### src/hdl/mavg_pkg.sv
// shared types and constants of the moving average filter
package mavg_pkg;

  // default parameter values
  localparam int WINDOW_MAX_DEFAULT    = 64;
  localparam int FRACTION_BITS_DEFAULT = 8;

  // fixed field widths
  localparam int SAMPLE_W    = 16;
  localparam int AVG_W       = 24;
  localparam int CFG_INDEX_W = 1;
  localparam int CFG_DATA_W  = 7;
  localparam int SIZE_W      = 7;

  // register reset values
  localparam logic [SIZE_W-1:0] SIZE_RESET = 7'd8;

  // saturation bounds of the average, as magnitudes
  localparam logic [AVG_W-1:0] AVG_POS_MAX = 24'h7F_FFFF;
  localparam logic [AVG_W-1:0] AVG_NEG_MAX = 24'h80_0000;

  typedef logic signed [SAMPLE_W-1:0] sample_t;

  // configuration register indexes
  typedef enum logic [CFG_INDEX_W-1:0] {
    REG_WINDOW_SIZE   = 1'b0,
    REG_WEIGHTED_MODE = 1'b1
  } cfg_reg_t;

  // control sequencer states
  typedef enum logic [1:0] {
    ST_IDLE,
    ST_START,
    ST_DIVIDE,
    ST_FINISH
  } state_t;

  // control shared by every window cell
  typedef struct packed {
    logic clear;
    logic shift;
  } cell_ctrl_t;

  // divider status toward the sequencer
  typedef struct packed {
    logic busy;
    logic done;
  } div_status_t;

endpackage

### src/hdl/moving_average_filter.sv
// moving average filter top level: window cell chain, running sums, divider, output register
//
// Each sample pushes into a chain of window cells and returns the mean of the last N samples,
// plain or linearly weighted (newest weight N), as signed Q.FRACTION_BITS truncated toward zero
// and saturated to 24 bits. The running sums are updated in the cycle the sample is taken; the
// quotient then comes from a one-bit-per-cycle serial divider. The result is loaded into the
// output register from the finish state after the divider has run over all WW + FRACTION_BITS
// dividend bits, where WW is the weighted sum width (29 with a 64 deep window); the next sample
// can be taken in the cycle after that load, not before. A stalled receiver adds its stall once
// a finished result finds the output register still full. A new sample is taken while the last
// result still waits in the output register. Writing either register clears the window and both
// sums at once; register index 0 is window_size (1..WINDOW_MAX, 0 acts as 1, larger values
// saturate), index 1 is weighted_mode.
module moving_average_filter #(
  parameter int WINDOW_MAX    = mavg_pkg::WINDOW_MAX_DEFAULT,
  parameter int FRACTION_BITS = mavg_pkg::FRACTION_BITS_DEFAULT
) (
  input  logic                              clk,
  input  logic                              rst,
  // sample stream; tdata: sample[15:0]
  input  logic                              s_tvalid,
  output logic                              s_tready,
  input  logic [mavg_pkg::SAMPLE_W-1:0]     s_tdata,
  // average stream; tdata: average[23:0]
  output logic                              m_tvalid,
  input  logic                              m_tready,
  output logic [mavg_pkg::AVG_W-1:0]        m_tdata,
  // register writes
  input  logic                              cfg_valid,
  output logic                              cfg_ready,
  input  logic [mavg_pkg::CFG_INDEX_W-1:0]  cfg_index,
  input  logic [mavg_pkg::CFG_DATA_W-1:0]   cfg_data
);

  localparam int N_W      = $clog2(WINDOW_MAX + 1);
  localparam int CMP_W    = (N_W > mavg_pkg::SIZE_W) ? N_W : mavg_pkg::SIZE_W;
  localparam int WSUM_MAX = WINDOW_MAX * (WINDOW_MAX + 1) / 2;
  localparam int PW       = mavg_pkg::SAMPLE_W + 1 + N_W;
  localparam int WW       = mavg_pkg::SAMPLE_W + 1 + $clog2(WSUM_MAX + 1);
  localparam int PROD_W   = mavg_pkg::SAMPLE_W + 1 + N_W;
  localparam int DVS_W    = $clog2(WSUM_MAX + 1);
  localparam int DVD_W    = WW + FRACTION_BITS;
  localparam int QW       = (DVD_W > mavg_pkg::AVG_W) ? DVD_W : mavg_pkg::AVG_W;

  // configuration registers
  logic [mavg_pkg::SIZE_W-1:0] window_size;
  logic                        weighted_mode;
  logic                        cfg_fire;
  logic                        cfg_clear;

  assign cfg_ready = 1'b1;
  assign cfg_fire  = cfg_valid && cfg_ready;

  always_ff @(posedge clk) begin
    if (rst) begin
      window_size   <= mavg_pkg::SIZE_RESET;
      weighted_mode <= 1'b0;
    end else if (cfg_fire) begin
      unique case (mavg_pkg::cfg_reg_t'(cfg_index))
        mavg_pkg::REG_WINDOW_SIZE:   window_size   <= mavg_pkg::SIZE_W'(cfg_data);
        mavg_pkg::REG_WEIGHTED_MODE: weighted_mode <= cfg_data[0];
      endcase
    end
  end

  // any write of a listed register clears the window
  always_comb begin
    unique case (mavg_pkg::cfg_reg_t'(cfg_index))
      mavg_pkg::REG_WINDOW_SIZE:   cfg_clear = cfg_fire;
      mavg_pkg::REG_WEIGHTED_MODE: cfg_clear = cfg_fire;
    endcase
  end

  // effective window length
  logic [N_W-1:0] n_eff;

  always_comb begin
    if (window_size == '0) begin
      n_eff = N_W'(1);
    end else if (CMP_W'(window_size) > CMP_W'(WINDOW_MAX)) begin
      n_eff = N_W'(WINDOW_MAX);
    end else begin
      n_eff = N_W'(window_size);
    end
  end

  // sequencer
  mavg_pkg::state_t      state;
  mavg_pkg::state_t      state_next;
  mavg_pkg::div_status_t div_status;
  logic                  s_fire;
  logic                  div_start;
  logic                  out_load;

  assign s_fire = s_tvalid && s_tready;

  always_comb begin
    state_next = state;
    unique case (state)
      mavg_pkg::ST_IDLE:   if (s_fire) state_next = mavg_pkg::ST_START;
      mavg_pkg::ST_START:  state_next = mavg_pkg::ST_DIVIDE;
      mavg_pkg::ST_DIVIDE: if (div_status.done) state_next = mavg_pkg::ST_FINISH;
      mavg_pkg::ST_FINISH: if (out_load) state_next = mavg_pkg::ST_IDLE;
    endcase
  end

  always_comb begin
    s_tready  = (state == mavg_pkg::ST_IDLE);
    div_start = (state == mavg_pkg::ST_START);
    out_load  = (state == mavg_pkg::ST_FINISH) && (!m_tvalid || m_tready);
  end

  always_ff @(posedge clk) begin
    if (rst) begin
      state <= mavg_pkg::ST_IDLE;
    end else begin
      state <= state_next;
    end
  end

  // window cell chain: cell 0 oldest, cell n-1 newest
  mavg_pkg::sample_t  sample_in;
  mavg_pkg::sample_t  cell_value [WINDOW_MAX];
  mavg_pkg::cell_ctrl_t cell_ctrl;

  assign sample_in       = $signed(s_tdata);
  assign cell_ctrl.clear = cfg_clear;
  assign cell_ctrl.shift = s_fire;

  for (genvar k = 0; k < WINDOW_MAX; k++) begin : g_cell
    mavg_pkg::sample_t neighbor;
    if (k == WINDOW_MAX - 1) begin : g_end
      assign neighbor = '0;
    end else begin : g_inner
      assign neighbor = cell_value[k+1];
    end
    mavg_cell u_cell (
      .clk      (clk),
      .rst      (rst),
      .ctrl     (cell_ctrl),
      .tail     (n_eff == N_W'(k + 1)),
      .active   (N_W'(k + 1) < n_eff),
      .sample   (sample_in),
      .neighbor (neighbor),
      .value    (cell_value[k])
    );
  end

  // running sums: the oldest sample leaves, the weights step down by one
  logic signed [PW-1:0]     plain_sum;
  logic signed [WW-1:0]     weighted_sum;
  logic signed [PW-1:0]     plain_sum_next;
  logic signed [WW-1:0]     weighted_sum_next;
  logic signed [PROD_W-1:0] weight_prod;

  assign weight_prod = PROD_W'(sample_in) * PROD_W'($signed({1'b0, n_eff}));

  always_comb begin
    plain_sum_next    = plain_sum + PW'(sample_in) - PW'(cell_value[0]);
    weighted_sum_next = weighted_sum - WW'(plain_sum) + WW'(weight_prod);
  end

  always_ff @(posedge clk) begin
    if (rst || cfg_clear) begin
      plain_sum    <= '0;
      weighted_sum <= '0;
    end else if (s_fire) begin
      plain_sum    <= plain_sum_next;
      weighted_sum <= weighted_sum_next;
    end
  end

  // divider operands
  logic signed [WW-1:0] sel_sum;
  logic [WW-1:0]        sum_mag;
  logic [DVD_W-1:0]     dividend;
  logic [2*N_W-1:0]     tri_prod;
  logic [DVS_W-1:0]     divisor;
  logic                 result_neg;

  always_comb begin
    sel_sum  = weighted_mode ? weighted_sum : WW'(plain_sum);
    sum_mag  = sel_sum[WW-1] ? WW'(-sel_sum) : WW'(sel_sum);
    dividend = DVD_W'(sum_mag) << FRACTION_BITS;
    tri_prod = (2*N_W)'(n_eff) * (2*N_W)'(n_eff + 1'b1);
    divisor  = weighted_mode ? DVS_W'(tri_prod >> 1) : DVS_W'(n_eff);
  end

  always_ff @(posedge clk) begin
    if (div_start) begin
      result_neg <= sel_sum[WW-1];
    end
  end

  logic [DVD_W-1:0] quotient;

  mavg_div #(
    .DVD_W (DVD_W),
    .DVS_W (DVS_W)
  ) u_div (
    .clk      (clk),
    .rst      (rst),
    .start    (div_start),
    .dividend (dividend),
    .divisor  (divisor),
    .quotient (quotient),
    .status   (div_status)
  );

  // saturate and apply the sign
  logic [QW-1:0]                quo_ext;
  logic [mavg_pkg::AVG_W-1:0]   quo_sat;
  logic [mavg_pkg::AVG_W-1:0]   average;

  always_comb begin
    quo_ext = QW'(quotient);
    if (result_neg) begin
      quo_sat = (quo_ext > QW'(mavg_pkg::AVG_NEG_MAX)) ? mavg_pkg::AVG_NEG_MAX
                                                       : mavg_pkg::AVG_W'(quo_ext);
      average = mavg_pkg::AVG_W'(0) - quo_sat;
    end else begin
      quo_sat = (quo_ext > QW'(mavg_pkg::AVG_POS_MAX)) ? mavg_pkg::AVG_POS_MAX
                                                       : mavg_pkg::AVG_W'(quo_ext);
      average = quo_sat;
    end
  end

  // output register
  always_ff @(posedge clk) begin
    if (rst) begin
      m_tvalid <= 1'b0;
    end else if (out_load) begin
      m_tvalid <= 1'b1;
    end else if (m_tready) begin
      m_tvalid <= 1'b0;
    end
  end

  always_ff @(posedge clk) begin
    if (out_load) begin
      m_tdata <= average;
    end
  end

  // checks
  a_start_busy : assert property (@(posedge clk) disable iff (rst)
    state == mavg_pkg::ST_START |=> div_status.busy)
    else $error("divider not busy after start");

  a_idle_free : assert property (@(posedge clk) disable iff (rst)
    state == mavg_pkg::ST_IDLE |-> !div_status.busy)
    else $error("divider busy while sequencer idle");

  a_cfg_clears : assert property (@(posedge clk) disable iff (rst)
    cfg_clear |=> plain_sum == '0 && weighted_sum == '0)
    else $error("register write did not clear sums");

  a_unit_window : assert property (@(posedge clk) disable iff (rst)
    n_eff == N_W'(1) && $stable(n_eff) |-> weighted_sum == WW'(plain_sum))
    else $error("weighted and plain sums differ for a one-sample window");

endmodule

### src/hdl/mavg_cell.sv
// one window cell: holds a sample and on a shift takes the new sample (tail) or its neighbor's (active)
module mavg_cell (
  input  logic                clk,
  input  logic                rst,
  input  mavg_pkg::cell_ctrl_t ctrl,
  input  logic                tail,
  input  logic                active,
  input  mavg_pkg::sample_t   sample,
  input  mavg_pkg::sample_t   neighbor,
  output mavg_pkg::sample_t   value
);

  mavg_pkg::sample_t value_next;

  // tail cell takes the new sample, inner cells move toward the oldest end
  always_comb begin
    value_next = value;
    if (ctrl.clear) begin
      value_next = '0;
    end else if (ctrl.shift && tail) begin
      value_next = sample;
    end else if (ctrl.shift && active) begin
      value_next = neighbor;
    end
  end

  always_ff @(posedge clk) begin
    if (rst) begin
      value <= '0;
    end else begin
      value <= value_next;
    end
  end

endmodule

### src/hdl/mavg_div.sv
// restoring serial divider, one quotient bit per cycle
module mavg_div #(
  parameter int DVD_W = 37,
  parameter int DVS_W = 12
) (
  input  logic                    clk,
  input  logic                    rst,
  input  logic                    start,
  input  logic [DVD_W-1:0]        dividend,
  input  logic [DVS_W-1:0]        divisor,
  output logic [DVD_W-1:0]        quotient,
  output mavg_pkg::div_status_t   status
);

  localparam int CNT_W = $clog2(DVD_W + 1);

  logic [DVS_W-1:0] rem;
  logic [DVS_W-1:0] dvs;
  logic [CNT_W-1:0] count;
  logic [DVS_W:0]   rem_shift;
  logic [DVS_W:0]   rem_trial;
  logic             bit_set;

  // trial subtraction of the divisor from the shifted remainder
  always_comb begin
    rem_shift = {rem, quotient[DVD_W-1]};
    rem_trial = rem_shift - {1'b0, dvs};
    bit_set   = (rem_shift >= {1'b0, dvs});
  end

  // datapath
  always_ff @(posedge clk) begin
    if (start) begin
      quotient <= dividend;
      rem      <= '0;
      dvs      <= divisor;
    end else if (status.busy) begin
      quotient <= {quotient[DVD_W-2:0], bit_set};
      rem      <= bit_set ? rem_trial[DVS_W-1:0] : rem_shift[DVS_W-1:0];
    end
  end

  // step counter and status
  always_ff @(posedge clk) begin
    if (rst) begin
      count       <= '0;
      status.busy <= 1'b0;
      status.done <= 1'b0;
    end else begin
      status.done <= 1'b0;
      if (start) begin
        count       <= CNT_W'(DVD_W);
        status.busy <= 1'b1;
      end else if (status.busy) begin
        count <= count - 1'b1;
        if (count == CNT_W'(1)) begin
          status.busy <= 1'b0;
          status.done <= 1'b1;
        end
      end
    end
  end

endmodule

### config.mk
export PLATFORM = sky130hd
export DESIGN_NAME = moving_average_filter
export DESIGN_NICKNAME = d
export VERILOG_FILES = /design/src/hdl/mavg_pkg.sv /design/src/hdl/moving_average_filter.sv /design/src/hdl/mavg_cell.sv /design/src/hdl/mavg_div.sv
export SDC_FILE = /design/constraint.sdc
export NUM_CORES = 2
export LEC_CHECK = 0
export BUFFER_PORTS_ARGS = -buffer_cell sky130_fd_sc_hd__buf_2
export CELL_PAD_IN_SITES_DETAIL_PLACEMENT = 1
export CELL_PAD_IN_SITES_GLOBAL_PLACEMENT = 2
export CORE_UTILIZATION = 40
export CTS_BUF_LIST = sky130_fd_sc_hd__clkbuf_16
export DETAILED_ROUTE_END_ITERATION = 10
export GPL_TIMING_DRIVEN = 0
export PLACE_DENSITY_LB_ADDON = 0.1
export SLEW_MARGIN = 20
export SYNTH_ARGS = -nofsm -noshare
export SYNTH_HDL_FRONTEND = slang
export SYNTH_SLANG_ARGS = --single-unit
### constraint.sdc
create_clock -name clk -period 8.5 [get_ports clk]
set_clock_uncertainty 0.1 [all_clocks]
set_input_delay 1.7 -clock clk [delete_from_list [all_inputs] [get_ports clk]]
set_output_delay 1.7 -clock clk [all_outputs]
set_load 0.1 [all_outputs]
==> results.cfg <==
[sta]
max-slew-margin-rel_pct = 13.5
fmax_ghz = 0.122
tightest_slew_ns = 1.28
hold_violations = 0
fin_tns_setup_ns = 0
slew_viol_final = 0
setup_viol = 0
fin_crit_ns = 8.22
rsz0062_at_grt = false
finalCritPeriodShare_pct = 96.7

[cells_and_area]
drive_gt1_share_pct = 8.09
final_cell_mix = nor2_1, dfxtp_1, nand2_1
fin_area_sq_um = 70000
area_growth_pct = 15.4
nNetsFinal = 7689
fin_util_pct = 46.6
final_common_cell = nor2_1

[synthesis]
synth_top_cell_area_share_pct = 36.8
yosys_warnings = 0
syn_inst = 7069
netlist_area_sq_um = 60700
synth_cell_types = 87
ys_seq_elements = 1182
synth_ff_type = dfxtp_1
seq_area_frac_synth_pct = 40.1
synth-async-reset-ratio_pct = 0
synth_edf_count = 66
syn_area_per_cell_sq_um = 8.58
synth.area.top_cells = dfxtp_1, nor2_1, fa_1, mux2i_1, nand2_1
synth.largest_area_cell = dfxtp_1

[route]
antenna_left = 0
firstDrtPassIters = 10
wl_per_cell_um = 31.8
viasPerCell = 6.17
vias = 58400
initialDrtViolationCount = 6099
routed_wl_um = 301000
route.detailed.drc = 0

[floorplan]
core.rowCount = 142
ios = 56
core-area_sq_um = 150000
die_w_um = 391
dieHeight_um = 391
initial_utilization_pct = 40.4
die-area_sq_um = 153000

[worst_hold_path]
holdPathStages = 2
holdPathEnd = plain_sum[14]$_SDFFE_PP0P_
min_path_type = register to register
hp-start = plain_sum[14]$_SDFFE_PP0P_

[placement]
place.gp.congestion = 0.995
place.detailed.hpwl_um = 229000
place_area_sq_um = 65300
io_buffers = 40

[worst_setup_path]
reg2regPathDepth = 24
critPathKind = primary input to register
r2r_slack_ns = 0.38
cp-end-kind = register
crit_arrival_ns = 8.77
r2r_end = weighted_sum[25]$_SDFFE_PP0P_
timing.rr.start = window_size[6]$_SDFFE_PP0P_
path_max_fanout = 12
worstPathRequired_ns = 9.05
critPathLaunchType = primary input

[power_and_ir_drop]
p_total_mw = 19.5
p_leak_nw = 26.0
peakVddDrop_mv = 0.221
p_per_area_nw_per_um2 = 279

[clock_network]
h-tree-depth = 4
clk_latency_ns = 0.79
cts_tree = yes
hold_buffers = 0
cts-root-buf = clkbuf_16
cts_made_buffers = 141
cts_sinks = 1182
clkTransAtPathRegs_ns = 0.06
cts_buffer_depth = 3

[grt]
antenna_found_initial = 26
grt-ovfl-total = 0
grt_use_total_pct = 38.7
grt_pass1_vias = 58600
grt_max_degree = 30
grt_pass1_wl_um = 425000

[run_status]
run_status = complete, no violations

[job]
maxCapViolCount = 0
what timing repair did:
action | CTS | global route
hold endpoints to repair | 0 | 0
pin swaps | 0 | 0
setup endpoints to repair | 15 | 9
gates resized for setup | 6 | 13
buffers inserted | 2 | 0
sequential cells by signal, summed over array words and instances (netlist names):
name	count
g_cell.u_cell.value	1024
m_tdata	24
m_tvalid	1
plain_sum	24
result_neg	1
state	2
u_div.count	6
u_div.dvs	12
u_div.quotient	37
u_div.rem	12
u_div.status	2
weighted_mode	1
weighted_sum	29
window_size	7
layout make-up:
type | count | area (sq um)
timing repair buffer | 111 | 1920
clock inverter | 107 | 908
multi-input combinational | 4856 | 32300
antenna | 22 | 55.1
buffer | 642 | 2790
tap | 2016 | 2520
sequential | 1182 | 24300
fill | 17600 | 80100
clock buffer | 146 | 3650
inverter | 389 | 1470
power by group:
part	leakage (nW)	internal [mW]	switching [mW]
logic	14.0	2.34	4.68
registers	9.64	6.00	0.332
clock network	2.32	3.49	2.69
total	26.0	11.8	7.70
critical path, cell delays in order:
cell and delay, ns:
clkbuf_1 0.33, buf_2 0.64, clkbuf_4 0.58, inv_1 0.27
nor2_1 0.20, fa_1 0.45, fa_1 0.49, fa_1 0.53
fa_1 0.58, inv_1 0.06, fa_1 0.49, inv_1 0.04
ha_1 0.37, or2_2 0.14, a31oi_1 0.22, or4b_1 0.64
a21oi_1 0.39, a31oi_1 0.18, and3_1 0.21, a211o_1 0.22
per-stage QoR:
stage               hold slack, ns  setup WS, ns  std cells
detailed placement           0.349         -1.32       9198
global placement             0.339         -2.50       9129
finish                       0.354         0.277       9471
floorplan                    0.326         0.717       7073
CTS                          0.356         0.169       9453
global route                 0.376         0.111       9454
routing by layer:
metal  vias to the layer above  part of all wire, %  GRT usage, %
li1                      25600                    -             -
met1                     29400                   39          47.2
met2                      2601                   45          60.8
met3                       852                  8.4          8.43
met4                         6                  7.7          26.6
met5                         -                0.011             0
worst max path at each step:
| stage | end | start | depth (start not counted) | slack (ns) |
|---|---|---|---|---|
| after floorplan | weighted_sum[28]$_SDFFE_PP0P_ | s_tdata[15] | 23 | 0.72 |
| after global placement | weighted_sum[28]$_SDFFE_PP0P_ | s_tdata[15] | 24 | -2.50 |
| after detailed placement | weighted_sum[28]$_SDFFE_PP0P_ | s_tdata[15] | 24 | -1.32 |
| after CTS | weighted_sum[25]$_SDFFE_PP0P_ | s_tdata[4] | 20 | 0.17 |
| after global routing | weighted_sum[28]$_SDFFE_PP0P_ | window_size[2]$_SDFFE_PP0P_ | 23 | 0.11 |
| final | weighted_sum[25]$_SDFFE_PP0P_ | s_tdata[4] | 20 | 0.28 |
kinds of logic after synthesis:
family	after synthesis	synth area share (%)
compound gates	1584	19.7
xor+xnor	75	1.08
fa+ha+maj	337	9.33
buf+inv	1035	6.73
flops	1182	40.1
mux	372	6.14
other cells	2	0.0124
simple gates	2482	16.9
Yosys cell counts, types with 45 or more instances:
cell type and n:
a211oi_1 360, a21oi_1 175, a222oi_1 167, a22oi_1 52, a311oi_1 285, buf_1 45, buf_2 76, clkbuf_1 502
dfxtp_1 1116, edfxtp_1 66, fa_1 192, ha_1 145, inv_1 384, mux2i_1 370, nand2_1 764, nand3_1 196
nor2_1 1251, nor3_1 96, o21ai_0 141, o221ai_1 99, o22ai_1 82
Power figures use the tool's default switching activity.
